==> src/hw/rtl/assert_macros.svh <==
// assertion macros used by the top-level rtl file
`ifndef ASSERT_MACROS_SVH
`define ASSERT_MACROS_SVH

`ifndef SYNTHESIS

// property checked on every clock edge outside reset
`define BBQS_ASSERT(label, prop) \
    label: assert property (@(posedge aclk) disable iff (!aresetn) (prop)) \
        else $error("assertion failed");

// implication checked in the same cycle
`define BBQS_ASSERT_IMPL(label, ante, cons) \
    label: assert property (@(posedge aclk) disable iff (!aresetn) (ante) |-> (cons)) \
        else $error("implication failed");

// implication whose consequent is checked in the cycle after the antecedent
`define BBQS_ASSERT_NEXT(label, ante, cons) \
    label: assert property (@(posedge aclk) disable iff (!aresetn) (ante) |=> (cons)) \
        else $error("next-cycle implication failed");

`else

`define BBQS_ASSERT(label, prop)
`define BBQS_ASSERT_IMPL(label, ante, cons)
`define BBQS_ASSERT_NEXT(label, ante, cons)

`endif

`endif

==> src/hw/rtl/bbqs_pkg.sv <==
// types, constants and bitrate tables for the quality selector
package bbqs_pkg;

    localparam int          NUM_LEVELS      = 6;
    localparam logic [2:0]  TOP_LEVEL       = 3'd5;
    localparam logic [2:0]  UNSETTLED_COUNT = 3'd3;
    localparam int          CFG_ADDR_W      = 2;
    localparam int          CFG_DATA_W      = 16;

    // configuration register indexes
    typedef enum logic [CFG_ADDR_W-1:0] {
        CFG_MAX_LEVEL = 2'd0,
        CFG_CRIT_FILL = 2'd1,
        CFG_LOW_FILL  = 2'd2,
        CFG_HIGH_FILL = 2'd3
    } cfg_index_t;

    typedef struct packed {
        logic [2:0]  max_level;
        logic [15:0] crit_fill;
        logic [15:0] low_fill;
        logic [15:0] high_fill;
    } cfg_t;

    typedef struct packed {
        logic [19:0] bandwidth_kbps;
        logic [15:0] fill_level;
        logic [2:0]  play_level;
        logic [2:0]  recent_level_0;
        logic [2:0]  recent_level_1;
        logic [2:0]  recent_level_2;
        logic [2:0]  recent_level_3;
        logic [2:0]  recent_level_4;
        logic        history_full;
    } in_word_t;

    typedef struct packed {
        logic [2:0] chosen_quality;
        logic [2:0] base_quality;
        logic       held_for_stability;
    } out_word_t;

    // level bitrate times 10, compared against 9 * bandwidth
    function automatic logic [23:0] rate_x10(logic [2:0] lvl);
        logic [23:0] r;
        case (lvl)
            3'd0:    r = 24'd4000;
            3'd1:    r = 24'd8000;
            3'd2:    r = 24'd15000;
            3'd3:    r = 24'd30000;
            3'd4:    r = 24'd60000;
            3'd5:    r = 24'd120000;
            default: r = 24'hFFFFFF;
        endcase
        return r;
    endfunction

    // level bitrate times 6, compared against 5 * bandwidth
    function automatic logic [22:0] rate_x6(logic [2:0] lvl);
        logic [22:0] r;
        case (lvl)
            3'd0:    r = 23'd2400;
            3'd1:    r = 23'd4800;
            3'd2:    r = 23'd9000;
            3'd3:    r = 23'd18000;
            3'd4:    r = 23'd36000;
            3'd5:    r = 23'd72000;
            default: r = 23'h7FFFFF;
        endcase
        return r;
    endfunction

endpackage

==> src/hw/rtl/bbqs_cfg_regs.sv <==
// configuration registers with reset defaults
module bbqs_cfg_regs (
    input  logic                                aclk,
    input  logic                                aresetn,
    input  logic                                cfg_wr_en,
    input  logic [bbqs_pkg::CFG_ADDR_W-1:0]     cfg_addr,
    input  logic [bbqs_pkg::CFG_DATA_W-1:0]     cfg_wdata,
    output bbqs_pkg::cfg_t                      cfg
);
    import bbqs_pkg::*;

    cfg_t cfg_reg;
    cfg_t cfg_next;

    // register write decode
    always_comb begin
        cfg_next = cfg_reg;
        if (cfg_wr_en) begin
            case (cfg_index_t'(cfg_addr))
                CFG_MAX_LEVEL: cfg_next.max_level = cfg_wdata[2:0];
                CFG_CRIT_FILL: cfg_next.crit_fill = cfg_wdata;
                CFG_LOW_FILL:  cfg_next.low_fill  = cfg_wdata;
                CFG_HIGH_FILL: cfg_next.high_fill = cfg_wdata;
                default:       cfg_next = cfg_reg;
            endcase
        end
    end

    always_ff @(posedge aclk) begin
        if (!aresetn) begin
            cfg_reg.max_level <= 3'd5;
            cfg_reg.crit_fill <= 16'd32;
            cfg_reg.low_fill  <= 16'd80;
            cfg_reg.high_fill <= 16'd480;
        end else begin
            cfg_reg <= cfg_next;
        end
    end

    assign cfg = cfg_reg;

endmodule

==> src/hw/rtl/bbqs_decide.sv <==
// quality decision logic: bandwidth fit, buffer rules, oscillation guard
module bbqs_decide (
    input  bbqs_pkg::in_word_t  in_word,
    input  bbqs_pkg::cfg_t      cfg,
    output bbqs_pkg::out_word_t out_word
);
    import bbqs_pkg::*;

    logic [2:0]            top;
    logic [23:0]           bw_x9;
    logic [22:0]           bw_x5;
    logic [NUM_LEVELS-1:0] fits;
    logic [2:0]            fit;
    logic [2:0]            cur;
    logic [2:0]            target;
    logic [2:0]            base;
    logic [4:0]            diff_vec;
    logic [2:0]            diffs;
    logic                  one_step;
    logic                  hold;

    assign cur   = in_word.play_level;
    assign top   = (cfg.max_level > TOP_LEVEL) ? TOP_LEVEL : cfg.max_level;
    assign bw_x9 = {1'b0, in_word.bandwidth_kbps, 3'b000} + 24'(in_word.bandwidth_kbps);
    assign bw_x5 = {1'b0, in_word.bandwidth_kbps, 2'b00} + 23'(in_word.bandwidth_kbps);

    // per-level fit against 90% of bandwidth
    always_comb begin
        for (int i = 0; i < NUM_LEVELS; i++) begin
            fits[i] = (24'(rate_x10(3'(i))) <= bw_x9);
        end
    end

    // highest fitting level up to the effective maximum
    always_comb begin
        fit = 3'd0;
        for (int i = 0; i < NUM_LEVELS; i++) begin
            if (fits[i] && (3'(i) <= top)) begin
                fit = 3'(i);
            end
        end
    end

    // buffer rules
    always_comb begin
        if (in_word.bandwidth_kbps == 20'd0 || in_word.fill_level < cfg.crit_fill) begin
            target = 3'd0;
        end else if (in_word.fill_level < cfg.low_fill) begin
            target = (cur > 3'd0) ? cur - 3'd1 : 3'd0;
            if (target > fit) target = fit;
        end else if (in_word.fill_level > cfg.high_fill) begin
            target = (cur < top) ? cur + 3'd1 : cur;
            if (target > fit) target = fit;
        end else begin
            if (fit > cur && bw_x5 > rate_x6(cur + 3'd1)) begin
                target = cur + 3'd1;
            end else if (fit < cur) begin
                target = fit;
            end else begin
                target = cur;
            end
        end
    end

    assign base = (target > top) ? top : target;

    // history entries that differ from the current level
    assign diff_vec = {in_word.recent_level_4 != cur, in_word.recent_level_3 != cur,
                       in_word.recent_level_2 != cur, in_word.recent_level_1 != cur,
                       in_word.recent_level_0 != cur};

    always_comb begin
        diffs = 3'd0;
        for (int k = 0; k < 5; k++) begin
            diffs = diffs + 3'(diff_vec[k]);
        end
    end

    // guard against one-step flapping
    assign one_step = ({1'b0, base} == {1'b0, cur} + 4'd1) ||
                      ({1'b0, cur} == {1'b0, base} + 4'd1);
    assign hold     = in_word.history_full && (diffs >= UNSETTLED_COUNT) &&
                      (cur <= TOP_LEVEL) && one_step;

    assign out_word.chosen_quality     = hold ? cur : base;
    assign out_word.base_quality       = base;
    assign out_word.held_for_stability = hold;

endmodule

==> src/hw/rtl/buffer_based_quality_select.sv <==
// top level: input register, decision logic, result register
//
//   channel  | ports                          | word
//   ---------+--------------------------------+------------------------
//   input    | s_valid, s_ready, s_data       | in_word_t, one request
//   result   | m_valid, m_ready, m_data       | out_word_t, one decision
//   config   | cfg_wr_en, cfg_addr, cfg_wdata | 16-bit register write
//
// one word accepted per cycle unless both registers are full and m_ready is low; a word
// taken is held in the input register, then decided and loaded into the result
// register, from which its result is offered on m_data until m_ready takes it
// aresetn is synchronous, active low; it empties both stages and loads the
// register defaults
// a stalled result holds the result register; the input register still takes one
// word if it is empty, and then s_ready stays low until the result moves on
`include "assert_macros.svh"

module buffer_based_quality_select (
    input  logic                             aclk,
    input  logic                             aresetn,
    input  logic                             s_valid,
    output logic                             s_ready,
    input  bbqs_pkg::in_word_t               s_data,
    output logic                             m_valid,
    input  logic                             m_ready,
    output bbqs_pkg::out_word_t              m_data,
    input  logic                             cfg_wr_en,
    input  logic [bbqs_pkg::CFG_ADDR_W-1:0]  cfg_addr,
    input  logic [bbqs_pkg::CFG_DATA_W-1:0]  cfg_wdata
);
    import bbqs_pkg::*;

    cfg_t      cfg;
    in_word_t  s1_data_reg;
    logic      s1_valid_reg;
    logic      s1_valid_next;
    out_word_t m_data_reg;
    logic      m_valid_reg;
    logic      m_valid_next;
    out_word_t decide_out;
    logic      out_ready;

    // configuration registers
    bbqs_cfg_regs u_cfg_regs (
        .aclk      (aclk),
        .aresetn   (aresetn),
        .cfg_wr_en (cfg_wr_en),
        .cfg_addr  (cfg_addr),
        .cfg_wdata (cfg_wdata),
        .cfg       (cfg)
    );

    // decision logic between the two registers
    bbqs_decide u_decide (
        .in_word  (s1_data_reg),
        .cfg      (cfg),
        .out_word (decide_out)
    );

    // stage flow control
    assign out_ready = !m_valid_reg || m_ready;
    assign s_ready   = !s1_valid_reg || out_ready;

    always_comb begin
        s1_valid_next = s_ready ? s_valid : s1_valid_reg;
        m_valid_next  = out_ready ? s1_valid_reg : m_valid_reg;
    end

    // valid flags
    always_ff @(posedge aclk) begin
        if (!aresetn) begin
            s1_valid_reg <= 1'b0;
            m_valid_reg  <= 1'b0;
        end else begin
            s1_valid_reg <= s1_valid_next;
            m_valid_reg  <= m_valid_next;
        end
    end

    // payload registers
    always_ff @(posedge aclk) begin
        if (s_valid && s_ready) begin
            s1_data_reg <= s_data;
        end
        if (out_ready && s1_valid_reg) begin
            m_data_reg <= decide_out;
        end
    end

    assign m_valid = m_valid_reg;
    assign m_data  = m_data_reg;

    // checks
    `BBQS_ASSERT_IMPL(a_base_clamped, m_valid_reg,
        m_data_reg.base_quality <= cfg.max_level && m_data_reg.base_quality <= TOP_LEVEL)
    `BBQS_ASSERT_IMPL(a_held_differs, m_valid_reg && m_data_reg.held_for_stability,
        m_data_reg.chosen_quality != m_data_reg.base_quality)
    `BBQS_ASSERT_IMPL(a_free_follows, m_valid_reg && !m_data_reg.held_for_stability,
        m_data_reg.chosen_quality == m_data_reg.base_quality)
    `BBQS_ASSERT_NEXT(a_stage_kept, s1_valid_reg && !out_ready, s1_valid_reg)
    `BBQS_ASSERT_NEXT(a_stage_moves, s1_valid_reg && out_ready, m_valid_reg)

endmodule
==> config.mk <==
export PLATFORM = sky130hd
export DESIGN_NAME = buffer_based_quality_select
export DESIGN_NICKNAME = d
export VERILOG_FILES = /design/src/hw/rtl/bbqs_pkg.sv /design/src/hw/rtl/bbqs_cfg_regs.sv /design/src/hw/rtl/bbqs_decide.sv /design/src/hw/rtl/buffer_based_quality_select.sv
export VERILOG_INCLUDE_DIRS = /design/src /design/src/hw/rtl
export SDC_FILE = /design/constraint.sdc
export NUM_CORES = 1
export LEC_CHECK = 0
export BUFFER_PORTS_ARGS = -buffer_cell sky130_fd_sc_hd__buf_2
export CAP_MARGIN = 0
export CORE_MARGIN = 2
export CORE_UTILIZATION = 61
export CTS_CLUSTER_SIZE = 30
export DETAILED_ROUTE_END_ITERATION = 8
export PLACE_DENSITY = 0.88
export SYNTH_ARGS = -nofsm -noshare
export SYNTH_HDL_FRONTEND = slang
export SYNTH_SLANG_ARGS = --single-unit
==> constraint.sdc <==
create_clock -name aclk -period 11.96 [get_ports aclk]
set_input_delay 1.196 -clock aclk [delete_from_list [all_inputs] [get_ports aclk]]
set_output_delay 1.196 -clock aclk [all_outputs]
set_load 0.02 [all_outputs]
==> results of run 1 <==
==> worst max-delay path by stage <==
stage | endpoint | startpoint | slack [ns]
finish | m_data[4] | s1_data_reg[37] | 3.22
global route | m_data[4] | s1_data_reg[36] | 2.42
CTS | m_data[4] | s1_data_reg[35] | 3.22
global placement | m_data[4] | s1_data_reg[35] | 3.57
detailed placement | m_data[4] | s1_data_reg[35] | 3.28
floorplan | m_data[4] | s1_data_reg[35] | 3.65
==> area by class of cell <==
| class | instances | share of cell area, % |
|---|---|---|
| multi-input combinational | 829 | 57.3 |
| sequential | 115 | 27.6 |
| timing repair buffer | 90 | 4.34 |
| clock buffer | 20 | 4.31 |
| inverter | 82 | 2.90 |
| tap | 188 | 2.22 |
| clock inverter | 12 | 1.33 |
==> cell families after synthesis <==
group / synth area share [%]
AOI/OAI and AO/OA: 23.6
xor gates and xnor gates: 4.35
adders and majority gates: 17.5
muxes: 1.57
buffers and inverters: 4.94
DFF: 30.9
and+or+nand+nor: 17.1
==> stage by stage <==
step | area (um2) | instances | power, uW
floorplan | 9470 | 1064 | 762
global placement | 10000 | 1304 | 844
detailed placement | 10000 | 1304 | 854
CTS | 10600 | 1336 | 1370
global route | 10600 | 1336 | 1440
finish | 10600 | 1336 | 1380
==> power by group <==
group          internal, uW  switching [uW]
clock                   321             198
sequential              442            19.9
combinational           169             226
total                   932             444
==> critical path: cells and delay by family (launching register included) <==
family,cells,cell delay (ns)
XOR/XNOR,1,0.15
adder cells (fa/ha/maj),5,1.56
flip-flops,1,0.46
buffers and inverters,1,0.17
AND/OR/NAND/NOR,9,1.59
multiplexers,1,0.33
AO/OA/AOI/OAI,21,4.23
==> metal layers <==
metal | vias to the layer above | GRT usage [%] | wire length [um]
li1 | 4073 | - | -
met1 | 3897 | 37.5 | 10200
met2 | 294 | 46.6 | 10600
met3 | 30 | 5.95 | 1440
met4 | 0 | 9.53 | 378
met5 | - | 0 | 0
==> synth_stat cells (all sizes together) (7+ instances only) <==
cell type / instances
a2111oi: 9
a211oi: 11
a21boi: 43
a21o: 25
a21oi: 63
a31oi: 10
and2: 13
and3: 8
buf: 14
clkbuf: 24
dfxtp: 53
edfxtp: 62
ha: 126
inv: 82
mux2i: 10
nand2: 136
nand2b: 8
nand3: 27
nand4: 13
nor2: 42
nor2b: 21
nor3: 24
nor3b: 8
nor4: 7
o211ai: 20
o21a: 11
o21ai: 39
o21bai: 13
o31ai: 11
xnor2: 41
==> results.toml, run 1 <==
[outcome]
status = "completed"

[setup_path]
r2r-start = "s1_data_reg[37]"
start_kind = "register"
crit_fanout = 9
cp_slowest_stage_delay_ns = 0.46
cp_slowest_cell = "edfxtp_1"
timing.rr.end = "m_data[4]"
crit_required_ns = 12.13
critical_path_arrival_ns = 8.90
setup.worst_path.class = "register to register"
worst-r2r-cell-count = 38
cp-end-kind = "register"
r2r_slack_ns = 3.22
cpMostUsedCell = "a21oi_1"

[synthesis]
ys_seq_elements = 115
syn-cell-area_mm2 = 0.00947
synthCells = 1064
synth_area_leaders = "edfxtp_1 (20%), ha_1 (17%), dfxtp_1 (11%), nand2_1 (5.4%), xnor2_1 (3.8%)"
seq_area_frac_synth_pct = 30.9
synth_edf_count = 62
syn_avg_cell_area_um2 = 8.90
syn-num-nets = 1272
synth.distinct_cells = 94
synth_top_area_share_pct = 19.7
ys_warn_count = 0
synth-async-reset-ratio_pct = 0
synth_ff_type = "edfxtp_1"
yosys.area.top_type = "edfxtp_1"

[final_layout]
antenna_cells = 0
syn_to_final_growth_pct = 12.0
largest_reg_flops = 55
final_cell_mix = "nand2_1 (136), ha_1 (126), buf_2 (86)"
regArea_mm2 = 0.00292
drive_above_1_share_pct = 13.8
multi_input_area_mm2 = 0.00608
fillers = 1143
final_util_pct = 69.8
layout_commonest_cell = "nand2_1"
final_nets = 1343

[drt]
drt-pass1-iter-count = 5
viasPerCell = 6.21
ant_nets = 0
drt_iter0_markers = 601
drc_errors = 0
wire_per_inst_um = 16.9
routed_wl_um = 22600
via_count = 8294

[timing]
hold_ws_ns = 0.463
fin_tns_setup_ns = 0
finalCriticalPeriod_ns = 8.74
setup_ws_ns = 3.22
min_period_over_period_pct = 73.0
worst_slew_pin_slew_ns = 0.973
setup_viol = 0
timing.fmax_ghz = 0.114
slew_headroom_pct = 35.1
rsz0062_at_grt = "false"
finClkSkew_ns = 0.0187
slew_viol_final = 0
hold_viol = 0

[place]
dpl.hpwl_um = 16600
io_buffers = 86
dp_slack_ns = 3.28
gp_congestion = 0.926

[clock_network]
h-tree-depth = 4
hold_buffers = 0
cts_buffers = 17
clock_latency_ns = 0.43
post_cts_buffers = 0
root_buffer = "clkbuf_16"
clkTransAtPathRegs_ns = 0.06
cts.path.max_buffers = 2
ctsResizeCount = 0
cts_tree = "yes"
cts.sinks = 115

[worst_hold_path]
hold-path-endpoint = "u_cfg_regs.cfg[46]"
holdPathStages = 2
hold_start = "u_cfg_regs.cfg[46]"
hold_path.class = "register to register"

[grt]
grt_pass1_vias = 7936
grt_pass1_wl_um = 37800
grt_usage_pct = 28.3
grt_max_degree = 56
antenna_found_initial = 0
grt.overflow.total = 0

[floorplanning]
dieWidth_um = 129
rows = 45
io_pins = 87
die_h_um = 129
die_area_mm2 = 0.0165
start_util_pct = 62.3
core_mm2 = 0.0152

[job]
max-cap-violations = 0

[pwr]
power_density_mw_per_mm2 = 130
ir_drop_mv = 0.160
p_leak_uw = 0.00438
Note: power is estimated with default switching activity, not from simulation.
==> run 2, diff against run 1 <==
--- a/config.mk
+++ b/config.mk
@@ -6,13 +6,14 @@
 export SDC_FILE = /design/constraint.sdc
 export NUM_CORES = 1
 export LEC_CHECK = 0
+export ABC_AREA = 1
 export BUFFER_PORTS_ARGS = -buffer_cell sky130_fd_sc_hd__buf_2
 export CAP_MARGIN = 0
 export CORE_MARGIN = 2
-export CORE_UTILIZATION = 61
+export CORE_UTILIZATION = 55
 export CTS_CLUSTER_SIZE = 30
 export DETAILED_ROUTE_END_ITERATION = 8
-export PLACE_DENSITY = 0.88
+export PLACE_DENSITY = 0.84
 export SYNTH_ARGS = -nofsm -noshare
 export SYNTH_HDL_FRONTEND = slang
 export SYNTH_SLANG_ARGS = --single-unit
==> constraint.sdc (replaced) <==
create_clock -name aclk -period 7.3 [get_ports aclk]
set_input_delay 0.73 -clock aclk [delete_from_list [all_inputs] [get_ports aclk]]
set_output_delay 0.73 -clock aclk [all_outputs]
set_load 0.02 [all_outputs]
==> results.toml, run 2 <==
[setup_path]
crit_fanout = 5
cpMostUsedCell = "nand2_1"
setup.worst_path.class = "register to register"
cp_slowest_stage_delay_ns = 0.43
critical_path_arrival_ns = 6.91
timing.rr.end = "m_data[5]"
crit_required_ns = 7.47
r2r_slack_ns = 0.56
cp_slowest_cell = "edfxtp_1"
cp-end-kind = "register"
r2r-start = "s1_data_reg[37]"
start_kind = "register"
worst-r2r-cell-count = 54

[timing]
finClkSkew_ns = 0.00886
slew_headroom_pct = 42.1
setup_ws_ns = 0.563
slew_viol_final = 0
worst_slew_pin_slew_ns = 0.868
hold_viol = 0
finalCriticalPeriod_ns = 6.74
timing.fmax_ghz = 0.148
min_period_over_period_pct = 92.3
setup_viol = 0

[clock_network]
cts_buffers = 17
hold_buffers = 0
clkTransAtPathRegs_ns = 0.05
cts_tree = "yes"
clock_latency_ns = 0.42
cts.sinks = 115
cts.path.max_buffers = 2
h-tree-depth = 4
root_buffer = "clkbuf_16"

[drt]
drc_errors = 0
drt-pass1-iter-count = 8
routed_wl_um = 23000
ant_nets = 0
viasPerCell = 5.50
via_count = 8459
wire_per_inst_um = 15.0
drt_iter0_markers = 665

[grt]
grt_pass1_wl_um = 37300
grt_max_degree = 49
grt_pass1_vias = 8054
antenna_found_initial = 0
grt_usage_pct = 26.2
grt.overflow.total = 0

[synthesis]
synth-async-reset-ratio_pct = 0
syn-cell-area_mm2 = 0.00911
syn-num-nets = 1412
synthTopCellsByCount = "nand2_1 (265), inv_1 (172), ha_1 (126), a21oi_1 (115), nor2_1 (80)"
synth_area_leaders = "edfxtp_1 (20%), ha_1 (17%), dfxtp_1 (12%), nand2_1 (11%), inv_1 (7.1%)"
synth_top_area_share_pct = 20.4
yosys.area.top_type = "edfxtp_1"
ys_seq_elements = 115
synth_edf_count = 62
synth_most_common_cell = "nand2_1"
ys_warn_count = 0
seq_area_frac_synth_pct = 32.1
synthCells = 1204
synth_ff_type = "edfxtp_1"
syn_avg_cell_area_um2 = 7.57
synth.distinct_cells = 50

[final_layout]
syn_to_final_growth_pct = 15.6
antenna_cells = 0
drive_above_1_share_pct = 14.3
layout_commonest_cell = "nand2_1"
final_nets = 1513
finalInstanceArea_mm2 = 0.0105
final_cell_mix = "nand2_1 (261), inv_1 (169), ha_1 (124)"
fillers = 1357
largest_reg_flops = 55

[floorplanning]
rows = 47
core_mm2 = 0.0164
die_area_mm2 = 0.0176
dieWidth_um = 133
die_h_um = 133
start_util_pct = 55.5
io_pins = 87

[job]
max-cap-violations = 0

[pwr]
power_density_mw_per_mm2 = 220
p_leak_uw = 0.00508
power.total_uw = 2320
ir_drop_mv = 0.219

[worst_hold_path]
hold-path-endpoint = "u_cfg_regs.cfg[46]"
holdPathStages = 2
hold_path.class = "register to register"
hold_start = "u_cfg_regs.cfg[46]"

[place]
dp_slack_ns = 0.296
gp_congestion = 0.958
dpl.hpwl_um = 17100
placed_area_mm2 = 0.00979
io_buffers = 86

[outcome]
status = "completed"
[run 2: cell types whose count changed after synthesis, sizes merged, moves of 11 or more]
cell | before | now
nand2 | 136 | 277
nor2 | 42 | 87
a21oi | 63 | 115
xnor2 | 41 | 18
clkbuf | 24 | 13
a21boi | 43 | 3
o21ai | 39 | 63
xor2 | 6 | 24
nor2b | 21 | 0
nor3 | 24 | 12
o21bai | 13 | 2
nand3 | 27 | 84
a21o | 25 | 2
inv | 82 | 177
[run 2: report_power, final]
group / internal [uW] / leakage, uW / total, uW / switching, uW
Clock: 521 / 0.000296 / 832 / 311
Sequential: 732 / 0.00104 / 763 / 30.3
Combinational: 273 / 0.00375 / 720 / 448
[run 2: what timing repair did]
item / in CTS / in global routing
buffers inserted: 0 / 8
endpoints found under the setup margin: 0 / 4
resized for setup: 0 / 29
[run 2: layout make-up]
| class | instances | area, um2 | share of cell area [%] |
|---|---|---|---|
| repair buffers | 99 | 528 | 5.01 |
| clock buffers | 20 | 457 | 4.33 |
| clock inverters | 12 | 125 | 1.19 |
| inverters | 179 | 672 | 6.38 |
| multi-input cells | 893 | 5560 | 52.7 |
| well taps | 220 | 275 | 2.61 |
| flip-flops and latches | 115 | 2920 | 27.7 |
[run 2: how the worst max path moves through the flow]
stage,from,endpoint
CTS,s1_data_reg[39],m_data[5]
floorplan,s1_data_reg[39],m_data[5]
global route,s1_data_reg[37],m_data[6]
detailed placement,s1_data_reg[39],m_data[5]
finish,s1_data_reg[37],m_data[5]
global placement,s1_data_reg[39],m_data[4]
[run 2: kinds of logic after synthesis]
group                      synth area share (%)
xor gates and xnor gates                   4.12
DFF                                        32.1
AOI/OAI and AO/OA                          12.9
adders and majority gates                  18.2
buffers and inverters                      8.10
and+or+nand+nor                            24.6
[run 2: worst max-delay path: cells and delay by family (launching register included)]
family / cells / cell delay [ns]
fa+ha+maj: 4 / 1.09
simple gates: 33 / 3.04
buf+inv: 6 / 0.50
xor+xnor: 1 / 0.14
compound gates: 10 / 1.28
flops: 1 / 0.43
[run 2: layer usage]
layer | up-vias | wire, um | track usage (%)
met5 | - | 0 | 0
met4 | 0 | 822 | 11.1
met1 | 3833 | 9880 | 32.7
met3 | 70 | 1480 | 5.40
li1 | 4261 | - | -
met2 | 295 | 10900 | 44.1
[run 2: through the flow]
stage	util (%)	TNS (ns)	hold WS [ns]	std cells
4_1_cts	63.2	0	0.462	1530
5_1_grt	64.2	-0.289	0.468	1538
6_report	64.2	0	0.459	1538
2_1_floorplan	-	0	0.430	1204
3_5_place_dp	59.7	0	0.454	1498
3_3_place_gp	59.7	0	0.448	1498
